### config.mk
export PLATFORM = sky130hd
export DESIGN_NAME = line_edit_receive_ring_buffer
export DESIGN_NICKNAME = d
export VERILOG_FILES = /design/src/hw/rtl/lerb_pkg.sv /design/src/hw/rtl/lerb_control.sv /design/src/hw/rtl/lerb_datapath.sv /design/src/hw/rtl/line_edit_receive_ring_buffer.sv
export SDC_FILE = /design/constraint.sdc
export NUM_CORES = 2
export LEC_CHECK = 0
export BUFFER_PORTS_ARGS = -buffer_cell sky130_fd_sc_hd__buf_2
export CAP_MARGIN = 0
export CORE_ASPECT_RATIO = 0.8
export CORE_MARGIN = 5
export CORE_UTILIZATION = 30
export CTS_BUF_LIST = sky130_fd_sc_hd__clkbuf_4 sky130_fd_sc_hd__clkbuf_8 sky130_fd_sc_hd__clkbuf_16
export CTS_CLUSTER_DIAMETER = 50
export CTS_CLUSTER_SIZE = 16
export DETAILED_ROUTE_END_ITERATION = 8
export PLACE_DENSITY_LB_ADDON = 0.12
export SYNTH_ARGS = -nofsm -noshare
export SYNTH_HDL_FRONTEND = slang
export SYNTH_SLANG_ARGS = --single-unit
### constraint.sdc
create_clock -name clock -period 7.25 [get_ports clock]
set_clock_uncertainty 0.05 [all_clocks]
set_input_delay 0.725 -clock clock [delete_from_list [all_inputs] [get_ports clock]]
set_output_delay 0.725 -clock clock [all_outputs]
set_load 0.02 [all_outputs]
### src/hw/rtl/lerb_pkg.sv
package lerb_pkg;

   localparam int BUFFER_DEPTH = 256;
   localparam int IDX_W = $clog2(BUFFER_DEPTH);
   localparam int CNT_W = $clog2(BUFFER_DEPTH);

   localparam logic [7:0] CH_BS  = 8'h08;
   localparam logic [7:0] CH_DEL = 8'h7F;
   localparam logic [7:0] CH_BEL = 8'h07;
   localparam logic [7:0] CH_SP  = 8'h20;
   localparam logic [7:0] CH_CR  = 8'h0D;
   localparam logic [7:0] CH_LF  = 8'h0A;

   typedef enum logic [1:0] {
      KIND_STATUS = 2'd0,
      KIND_TX     = 2'd1,
      KIND_TAKEN  = 2'd2
   } kind_type;

   typedef enum logic [1:0] {
      ST_IDLE,
      ST_READ,
      ST_EXEC,
      ST_SEND
   } state_type;

   typedef struct packed {
      logic       mode;
      logic [7:0] rx_byte;
      logic       tx_idle;
   } req_type;

   typedef struct packed {
      logic [1:0] kind;
      logic [7:0] data;
      logic       last;
      logic       line_ready;
      logic       is_empty;
   } rsp_type;

   typedef struct packed {
      logic capture;
      logic mem_read;
      logic exec;
      logic advance;
   } cmd_type;

   typedef struct packed {
      logic final_result;
   } status_type;

   function automatic logic is_terminator(input logic [7:0] c);
      return (c == CH_CR) || (c == CH_LF);
   endfunction

   function automatic logic is_erase(input logic [7:0] c);
      return (c == CH_BS) || (c == CH_DEL);
   endfunction

   function automatic logic [IDX_W-1:0] idx_next(input logic [IDX_W-1:0] i);
      return (i == IDX_W'(BUFFER_DEPTH - 1)) ? '0 : i + 1'b1;
   endfunction

   function automatic logic [IDX_W-1:0] idx_prev(input logic [IDX_W-1:0] i);
      return (i == '0) ? IDX_W'(BUFFER_DEPTH - 1) : i - 1'b1;
   endfunction

endpackage

### src/hw/rtl/lerb_control.sv
module lerb_control (
   input  logic                 clock,
   input  logic                 reset,
   input  logic                 req_valid,
   output logic                 req_stall,
   output logic                 rsp_valid,
   input  logic                 rsp_stall,
   input  lerb_pkg::status_type status,
   output lerb_pkg::cmd_type    cmd
);
   import lerb_pkg::*;

   state_type state_ff, state_in;

   always_ff @(posedge clock) begin
      if (reset) begin
         state_ff <= ST_IDLE;
      end else begin
         state_ff <= state_in;
      end
   end

   always_comb begin
      state_in = state_ff;
      unique case (state_ff)
         ST_IDLE: begin
            if (req_valid) state_in = ST_READ;
         end
         ST_READ: state_in = ST_EXEC;
         ST_EXEC: state_in = ST_SEND;
         ST_SEND: begin
            if (!rsp_stall && status.final_result) state_in = ST_IDLE;
         end
         default: state_in = ST_IDLE;
      endcase
   end

   always_comb begin
      cmd       = '0;
      req_stall = 1'b1;
      rsp_valid = 1'b0;
      unique case (state_ff)
         ST_IDLE: begin
            req_stall   = 1'b0;
            cmd.capture = req_valid;
         end
         ST_READ: cmd.mem_read = 1'b1;
         ST_EXEC: cmd.exec = 1'b1;
         ST_SEND: begin
            rsp_valid   = 1'b1;
            cmd.advance = !rsp_stall;
         end
         default: req_stall = 1'b1;
      endcase
   end

endmodule

### src/hw/rtl/lerb_datapath.sv
module lerb_datapath (
   input  logic                 clock,
   input  logic                 reset,
   input  lerb_pkg::cmd_type    cmd,
   input  lerb_pkg::req_type    req_item,
   output lerb_pkg::status_type status,
   output lerb_pkg::rsp_type    rsp_item
);
   import lerb_pkg::*;

   logic [7:0] mem [BUFFER_DEPTH];

   req_type          req_ff;
   logic [7:0]       rd_data_ff;
   logic [IDX_W-1:0] wr_idx_ff, wr_idx_in;
   logic [IDX_W-1:0] rd_idx_ff, rd_idx_in;
   logic [CNT_W-1:0] term_cnt_ff, term_cnt_in;
   kind_type         kind_ff, kind_in;
   logic [7:0]       data_ff, data_in;
   logic             triple_ff, triple_in;
   logic [1:0]       seq_ff;
   logic             mem_we;
   logic [IDX_W-1:0] rd_addr;
   logic             empty;
   logic             full;
   logic             final_result;

   always_ff @(posedge clock) begin
      if (cmd.capture) req_ff <= req_item;
   end

   assign rd_addr = req_ff.mode ? rd_idx_ff : idx_prev(wr_idx_ff);

   always_ff @(posedge clock) begin
      if (cmd.mem_read) rd_data_ff <= mem[rd_addr];
      if (mem_we) mem[wr_idx_ff] <= req_ff.rx_byte;
   end

   assign empty = (wr_idx_ff == rd_idx_ff);
   assign full  = (idx_next(wr_idx_ff) == rd_idx_ff);

   always_comb begin
      wr_idx_in   = wr_idx_ff;
      rd_idx_in   = rd_idx_ff;
      term_cnt_in = term_cnt_ff;
      kind_in     = KIND_STATUS;
      data_in     = 8'h00;
      triple_in   = 1'b0;
      mem_we      = 1'b0;
      if (cmd.exec) begin
         if (req_ff.mode) begin
            if (!empty) begin
               kind_in   = KIND_TAKEN;
               data_in   = rd_data_ff;
               rd_idx_in = idx_next(rd_idx_ff);
               if (is_terminator(rd_data_ff) && term_cnt_ff != '0) begin
                  term_cnt_in = term_cnt_ff - 1'b1;
               end
            end
         end else if (is_erase(req_ff.rx_byte)) begin
            if (!empty) begin
               wr_idx_in = idx_prev(wr_idx_ff);
               triple_in = req_ff.tx_idle;
               if (is_terminator(rd_data_ff) && term_cnt_ff != '0) begin
                  term_cnt_in = term_cnt_ff - 1'b1;
               end
            end else if (req_ff.tx_idle) begin
               kind_in = KIND_TX;
               data_in = CH_BEL;
            end
         end else begin
            if (!full) begin
               mem_we    = 1'b1;
               wr_idx_in = idx_next(wr_idx_ff);
               if (is_terminator(req_ff.rx_byte)) term_cnt_in = term_cnt_ff + 1'b1;
               if (req_ff.tx_idle) begin
                  kind_in = KIND_TX;
                  data_in = req_ff.rx_byte;
               end
            end else if (req_ff.tx_idle) begin
               kind_in = KIND_TX;
               data_in = CH_BEL;
            end
         end
      end
   end

   always_ff @(posedge clock) begin
      if (reset) begin
         wr_idx_ff   <= '0;
         rd_idx_ff   <= '0;
         term_cnt_ff <= '0;
      end else begin
         wr_idx_ff   <= wr_idx_in;
         rd_idx_ff   <= rd_idx_in;
         term_cnt_ff <= term_cnt_in;
      end
   end

   always_ff @(posedge clock) begin
      if (cmd.exec) begin
         kind_ff   <= kind_in;
         data_ff   <= data_in;
         triple_ff <= triple_in;
      end
   end

   assign final_result = !triple_ff || (seq_ff == 2'd2);

   always_ff @(posedge clock) begin
      if (reset) begin
         seq_ff <= 2'd0;
      end else if (cmd.exec) begin
         seq_ff <= 2'd0;
      end else if (cmd.advance) begin
         seq_ff <= final_result ? 2'd0 : seq_ff + 2'd1;
      end
   end

   assign status.final_result = final_result;

   always_comb begin
      rsp_item.kind       = triple_ff ? KIND_TX : kind_ff;
      rsp_item.data       = triple_ff ? ((seq_ff == 2'd1) ? CH_SP : CH_BS) : data_ff;
      rsp_item.last       = final_result;
      rsp_item.line_ready = (term_cnt_ff != '0);
      rsp_item.is_empty   = empty;
   end

endmodule

### src/hw/rtl/line_edit_receive_ring_buffer.sv
// Receive-side line buffer with backspace editing.
// Requests enter on the req_ channel: mode 0 hands over a byte received from
// the line, mode 1 takes the oldest buffered byte. Each request yields one
// or three results on the rsp_ channel, the final one flagged by last, and
// every result reports line_ready and is_empty for the state after the request.
// A request is taken only while the block is idle. It then passes through the
// READ state, which registers the buffer memory read, and the EXEC state, which
// makes the update; the results follow in the SEND state, one result per cycle
// while the receiver does not stall, and a new request is taken only after the
// final result has been sent.
// When the receiver stalls, the current result holds and the next request
// waits. Reset clears the indices and the terminator count, so the buffer
// starts empty at once; the memory contents need no clearing.
module line_edit_receive_ring_buffer (
   input  logic              clock,
   input  logic              reset,
   input  logic              req_valid,
   output logic              req_stall,
   input  lerb_pkg::req_type req_item,
   output logic              rsp_valid,
   input  logic              rsp_stall,
   output lerb_pkg::rsp_type rsp_item
);
   import lerb_pkg::*;

   cmd_type    cmd;
   status_type status;

   lerb_control u_control (
      .clock     (clock),
      .reset     (reset),
      .req_valid (req_valid),
      .req_stall (req_stall),
      .rsp_valid (rsp_valid),
      .rsp_stall (rsp_stall),
      .status    (status),
      .cmd       (cmd)
   );

   lerb_datapath u_datapath (
      .clock    (clock),
      .reset    (reset),
      .cmd      (cmd),
      .req_item (req_item),
      .status   (status),
      .rsp_item (rsp_item)
   );

endmodule
### Word level (Yosys, flattened, before mapping)

Memories as Yosys holds them, arrays and structs flattened. A register that Yosys moved wholly into a read port is not among the register bits.
Cells that the tools add are included.

| cells by class | value |
|---|---|
| $add $sub $neg | 6 |
| eq/ne operators | 20 |
| muxes and demuxes | 44 |
| bitwise gates (word level) | 3 |
| reductions and logical operators | 18 |

Operator list:

| operator | number |
|---|---|
| 8-bit two-way mux | 20 |
| 8-bit by 4-bit equality test with 1-bit output, second input constant | 5 |
| 8-bit by 1-bit adder with 8-bit output, second input constant | 3 |
| 8-bit equality test | 2 |
| 8-bit equality test, second input constant | 2 |
| 2-bit two-way mux | 8 |
| 8-bit by 1-bit subtractor with 8-bit output, second input constant | 2 |
| 1-bit two-way mux | 13 |
| 8-bit by 7-bit equality test with 1-bit output, second input constant | 1 |
| 8-bit logical NOT | 1 |
| 2-bit case mux with 4 select lines | 1 |
| 8-bit nonzero test | 1 |
| 2-bit equality test, second input constant | 3 |
| 6-bit two-way mux | 1 |
| 2-bit inequality test, second input constant | 3 |
| 3-bit AND reduction | 2 |
| 2-bit by 1-bit equality test with 1-bit output, second input constant | 2 |
| 1-bit logical OR | 4 |
| 4-bit AND reduction | 1 |
| 3-bit two-way mux | 1 |
| 3-bit by 2-bit inequality test with 1-bit output, second input constant | 1 |
| 1-bit inverter | 3 |
| 3-bit nonzero test | 1 |
| 3-bit OR reduction | 1 |
| other kinds (7) | 9 |

| word-level totals | value |
|---|---|
| bits in registers | 49 |
| bits in writable memories | 2048 |
| input port bits | 14 |
| output and inout bits | 15 |
| logic and storage cells | 103 |
| memories kept | 1 |

Memory list:

| memory | words | width | rd ports | clocked after memory_dff | write ports | RTL line | RTL |
|---|---|---|---|---|---|---|---|
| u_datapath.mem | 256 | 8 | 1 | 1 | 1 | lerb_datapath.sv:11 | `logic [7:0] mem [BUFFER_DEPTH];` |

### Depth between registers and ports, before layout

| logic depth | value |
|---|---|
| depth in word-level cells | 9 |
| mapped depth | 15 |
| depth with buffers taken out | 11 |

### By module

From an unflattened synthesis, not the netlist that was laid out.

| second synthesis, totals | value |
|---|---|
| cells, all modules | 4771 |
| area total of the unflattened synthesis | 83732.8 µm² |

By module, submodules not included:

| module | instances | cells an instance | area an instance (µm²) | sequential area each (µm²) |
|---|---|---|---|---|
| lerb_datapath | 1 | 4751 | 83513.8 | 62890.3 |
| lerb_control | 1 | 20 | 219.0 | 40.0 |

### Worst setup path before layout

OpenSTA, ideal clock, no wires.

| path | value |
|---|---|
| path kind | flip-flop to flip-flop |
| from | register u_datapath.req_ff[6] (netlist name) |
| to | memory u_datapath.mem[208][0], enable pin |
| setup time | 0.370 ns |
| data arrival time | 5.629 ns |
| required time | 6.830 ns |
| path slack | 1.201 ns |
| cell stages (with the launch flop) | 10 |
| path buffers | 2 |
| period minus slack after synthesis | 6.049 ns |
| path through | edfxtp_1 or4_1 o22ai_1 and2_1 clkbuf_1 nor4b_4 and3b_1 nand3_1 buf_2 nor2_1 |

| between the ends | value |
|---|---|
| longest elaborated chain between the ends | 7 |
| elaborated cells between the ends (all ways) | 8 |
| classes of those cells | eq/ne (2); mux (5); reduce/logical (1) |

Ends and longest elaborated chain:

| element | RTL line | RTL |
|---|---|---|
| from (decl) | lerb_datapath.sv:13 | `req_type req_ff;` |
| from (signal assigned) | lerb_datapath.sv:29 | `if (cmd.capture) req_ff <= req_item;` |
| 8-bit by 4-bit equality test with 1-bit output or 8-bit by 7-bit equality test with 1-bit output (tied branches) | lerb_pkg.sv:57 | `return (c == CH_BS) \|\| (c == CH_DEL);` |
| 1-bit logical OR * | lerb_pkg.sv:57 |  |
| 1-bit two-way mux * | lerb_datapath.sv:60 | `end else if (is_erase(req_ff.rx_byte)) begin` |
| 1-bit two-way mux * | lerb_datapath.sv:51 | `if (req_ff.mode) begin` |
| 1-bit two-way mux * | lerb_datapath.sv:50 | `if (cmd.exec) begin` |
| 1-bit two-way mux * | lerb_datapath.sv:36 | `if (mem_we) mem[wr_idx_ff] <= req_ff.rx_byte;` |
| 1-bit two-way mux (not written as such) * | lerb_datapath.sv:36 |  |
| to (decl) | lerb_datapath.sv:11 |  |

Mark *: on every way between the ends. The rest lies on a longest branch, timed or not.

### Worst setup path in the final report

| path | value |
|---|---|
| from | register u_datapath.wr_idx_ff[0] |
| to | register u_datapath.rd_data_ff[7] (read register of u_datapath.mem) (data pin) |

| between the ends | value |
|---|---|
| longest elaborated chain between the ends | 3 |
| elaborated cells between the ends (all ways) | 4 |
| classes of those cells | add/sub (1); mux (2); reduce/logical (1) |

Ends and longest elaborated chain:

| element | RTL line | RTL |
|---|---|---|
| from (decl) | lerb_datapath.sv:15 | `logic [IDX_W-1:0] wr_idx_ff, wr_idx_in;` |
| from (signal assigned) | lerb_datapath.sv:94 | `wr_idx_ff <= wr_idx_in;` |
| 8-bit by 1-bit subtractor with 8-bit output or 8-bit logical NOT (tied branches) | lerb_pkg.sv:65 | `return (i == '0) ? IDX_W'(BUFFER_DEPTH - 1) : i - 1'b1;` |
| 8-bit two-way mux * | lerb_pkg.sv:65 |  |
| 8-bit two-way mux * | lerb_datapath.sv:32 | `assign rd_addr = req_ff.mode ? rd_idx_ff : idx_prev(wr_idx_ff);` |
| to (decl) | lerb_datapath.sv:14 | `logic [7:0] rd_data_ff;` |

Marked as above.
A chain may end at the register's enable or synchronous reset.

==> results.yml <==
clocking:
  postCtsSetupBuffers: 0
  worst_setup_hold_path_clk_slew_ns: 0.07
  clock_latency_on_the_worst_skew_pair_ns: 0.87
  cts_tree: "done"
  numCtsBuffers: 192
  cts.root.buffer_cell: "clkbuf_16"
  cts_num_sinks: 2105
  cts-root-to-sink-buffers: 4
  clock_tree.htree_level_count: 4
  post_cts_resized: 0
  cts.hold.buffers_added: 10
route:
  first_iter_violations: 4917
  drt_pass1_iterations: 5
  number_of_vias_per_cell_after_detailed_routing: 5.21
  num_vias: 50471
  avgRoutedWirePerCell_um: 29.2
  route.final.wire_length_um: 282000
  post-route-drc-count: 0
  drtAntennaViolNets: 0
floorplanning:
  placement_rows: 173
  design.core.area_um2: 278000
  fp.dieArea_um2: 290000
  design.portCount: 29
  initial_core_utilization_pct: 30.2
  die_w_um: 601
  dieHeight_um: 483
cells_and_area:
  most_frequent_cells_in_the_layout: "edfxtp_1, nand2_1, nand3_1"
  final_cell_count_no_fill: 9687
  area_delta_synth_final_pct: 13.2
  fin_nets: 5906
  filler_cell_count: 27152
  final_common_cell: "edfxtp_1"
  post_route_cells_drive_above_1_share_pct: 10.0
placed_design:
  port-buffer-count: 28
  finalWeightedCongestion: 0.831
  detailedPlace.worstSlack_ns: 1.12
  hpwl_um: 169000
  dpl.cell_count: 9347
grt:
  grt_pass1_wl_um: 397000
  grt_overflow: 0
  first_global_vias: 49556
  total_global_routing_track_utilization_pct: 18.9
  grt_antenna_before_repair: 13
  grt_max_degree: 169
timing:
  unrepaired_setup_endpoints_after_global_routing: "false"
  fmax_ghz: 0.164
  final.period_utilization_pct: 84.0
  final.setup.worst_slack_ns: 1.16
  fin_setup_tns_ns: 0
  hold_viol_final: 0
  worst-slew-pin-transition_ns: 1.42
  final_number_of_setup_violating_endpoints: 0
  period_minus_slack_ns: 6.09
  maxSlewViolCount: 0
  maxSlewHeadroom_pct: 5.21
synth:
  yosysUniqueCellTypes: 82
  netlist_instances: 5876
  syn-mean-instance-area_um2: 14.3
  post_synth_edffs: 2077
  yosys.area.top_type_share_pct: 74.4
  ys_dominant_reg_cell: "edfxtp_1"
  post_synth_instance_area_um2: 83900
  synth-async-reset-ratio_pct: 0
  portion_of_the_post_synthesis_area_used_by_sequential_elements_pct: 75.0
  biggest_area_consumer_among_synthesized_cells: "edfxtp_1"
  yosysWarnings: 0
  synth_fp_nets: 5906
  yosys_register_bits: 2105
  yosys-top-cells-area: "edfxtp_1, nand2_1, mux2i_1"
worst_setup_path:
  timing.critical_path.cells: "inv_1 > ha_1 > or3b_4 > nor2_2 > o31ai_1 > and2_1 > nand2_1 > o22ai_1 > nor3_1 > nor4_2"
  longest_individual_stage_delay_on_the_worst_path_ns: 0.90
  timing_worst_setup_path_type: "reg2reg"
  critical_path.startpoint_type: "register"
  crit_required_ns: 7.86
  element_type_at_the_critical_path_end: "register"
  timing.critical_path.slowest_stage_cell: "and2_1"
  critPathArrivalTime_ns: 6.70
  path_max_fanout: 19
run_status:
  result_of_the_run: "finished clean"
power_and_ir_drop:
  totalPowerFinal_w: 0.0328
  ir_worst_vdd_v: 0.000258
  powerDensity_nw_per_um2: 345
  p_leak_nw: 29.9
flow_run:
  cap_violations: 0
worst_hold_path:
  hold_path_class: "in2reg"
metrics by stage:
step / area (um2) / hold WS [ns] / util, %
2_1_floorplan: 83900 / 0.430 / -
3_3_place_gp: 88600 / 0.453 / 31.9
3_5_place_dp: 88600 / 0.469 / 31.9
4_1_cts: 94900 / 0.262 / 34.2
5_1_grt: 94900 / 0.344 / 34.2
6_report: 95000 / 0.327 / 34.2
worst max-delay path: cells and delay by family (launching register included):
kind / cells / cell delay, ns
simple gates: 6 / 3.05
flops: 1 / 0.57
fa+ha+maj: 1 / 0.37
buf+inv: 1 / 0.22
compound gates: 2 / 1.62
logic make-up (layout without fill, tap and decap cells):
group                    count (synthesis)  in the layout  share of synthesized area, %
AO/OA/AOI/OAI                          553            553                          5.03
XOR/XNOR                                30             30                         0.313
adder cells (fa/ha/maj)                 16             16                         0.239
buffers and inverters                  407            538                          2.17
flip-flops                            2105           2105                          75.0
multiplexers                           313            313                          4.52
other                                    0              5                             0
AND/OR/NAND/NOR                       2452           2452                          12.7
synth_stat cells (11+ instances only):
cell type,number
buf_4,14
buf_1,55
nor4_1,11
o21ai_0,23
nor3_1,34
inv_1,19
nand2b_1,15
dfxtp_1,28
nand3_1,418
clkbuf_1,143
mux2i_1,257
and3_1,64
a31oi_1,99
o211ai_1,13
o22ai_1,14
nand4_1,126
xor2_1,15
o2111ai_1,35
nand2_1,1398
ha_1,16
a32oi_1,185
edfxtp_1,2077
a221oi_1,35
mux4_2,52
a211oi_1,13
a311oi_1,16
nor2b_1,15
xnor2_1,15
buf_2,172
nor2_1,319
a21oi_1,53
layout make-up:
cell class                      count  area, um2  share of cell area [%]
Antenna cell                        5       12.5                  0.0132
Clock buffer                      205       4980                    5.24
Clock inverter                    120       1280                    1.35
Inverter                           19       71.3                  0.0751
Multi-Input combinational cell   3364      19300                    20.3
Sequential cell                  2105      62900                    66.3
Tap cell                         3675       4600                    4.84
Timing Repair Buffer              194       1780                    1.88
sequential cells by signal, indices dropped and copies added, names as in the netlist:
name / flops
u_datapath.data_ff: 8
u_control.state_ff: 2
u_datapath.seq_ff: 2
u_datapath.kind_ff: 2
u_datapath.triple_ff: 1
u_datapath.wr_idx_ff: 8
u_datapath.rd_data_ff: 8
u_datapath.term_cnt_ff: 8
u_datapath.rd_idx_ff: 8
u_datapath.mem: 2048
u_datapath.req_ff: 10
per-layer routing:
metal,vias to the layer above,track usage [%],wire length (um)
met5,-,0,0
met4,0,3.94,6010
met3,321,2.73,15800
met2,1591,29.3,126000
met1,26353,28.3,135000
li1,22206,-,-
where the power goes:
group | switching (W) | internal [W]
clock network | 0.00478 | 0.00570
registers | 0.000124 | 0.0140
logic | 0.00610 | 0.00207
worst paths after layout:
| path | from | end | slack, ns | cells past startpoint |
|---|---|---|---|---|
| max | u_datapath.wr_idx_ff[0] | u_datapath.rd_data_ff[7] | 1.16 | 10 |
| min reg2reg | u_datapath.term_cnt_ff[7] | u_datapath.term_cnt_ff[7] | 0.48 | 2 |
| min | rsp_stall | u_control.state_ff[0] | 0.33 | 4 |
| max reg2reg | u_datapath.wr_idx_ff[0] | u_datapath.rd_data_ff[7] | 1.16 | 10 |
Note: power is estimated with default switching activity, not from simulation.
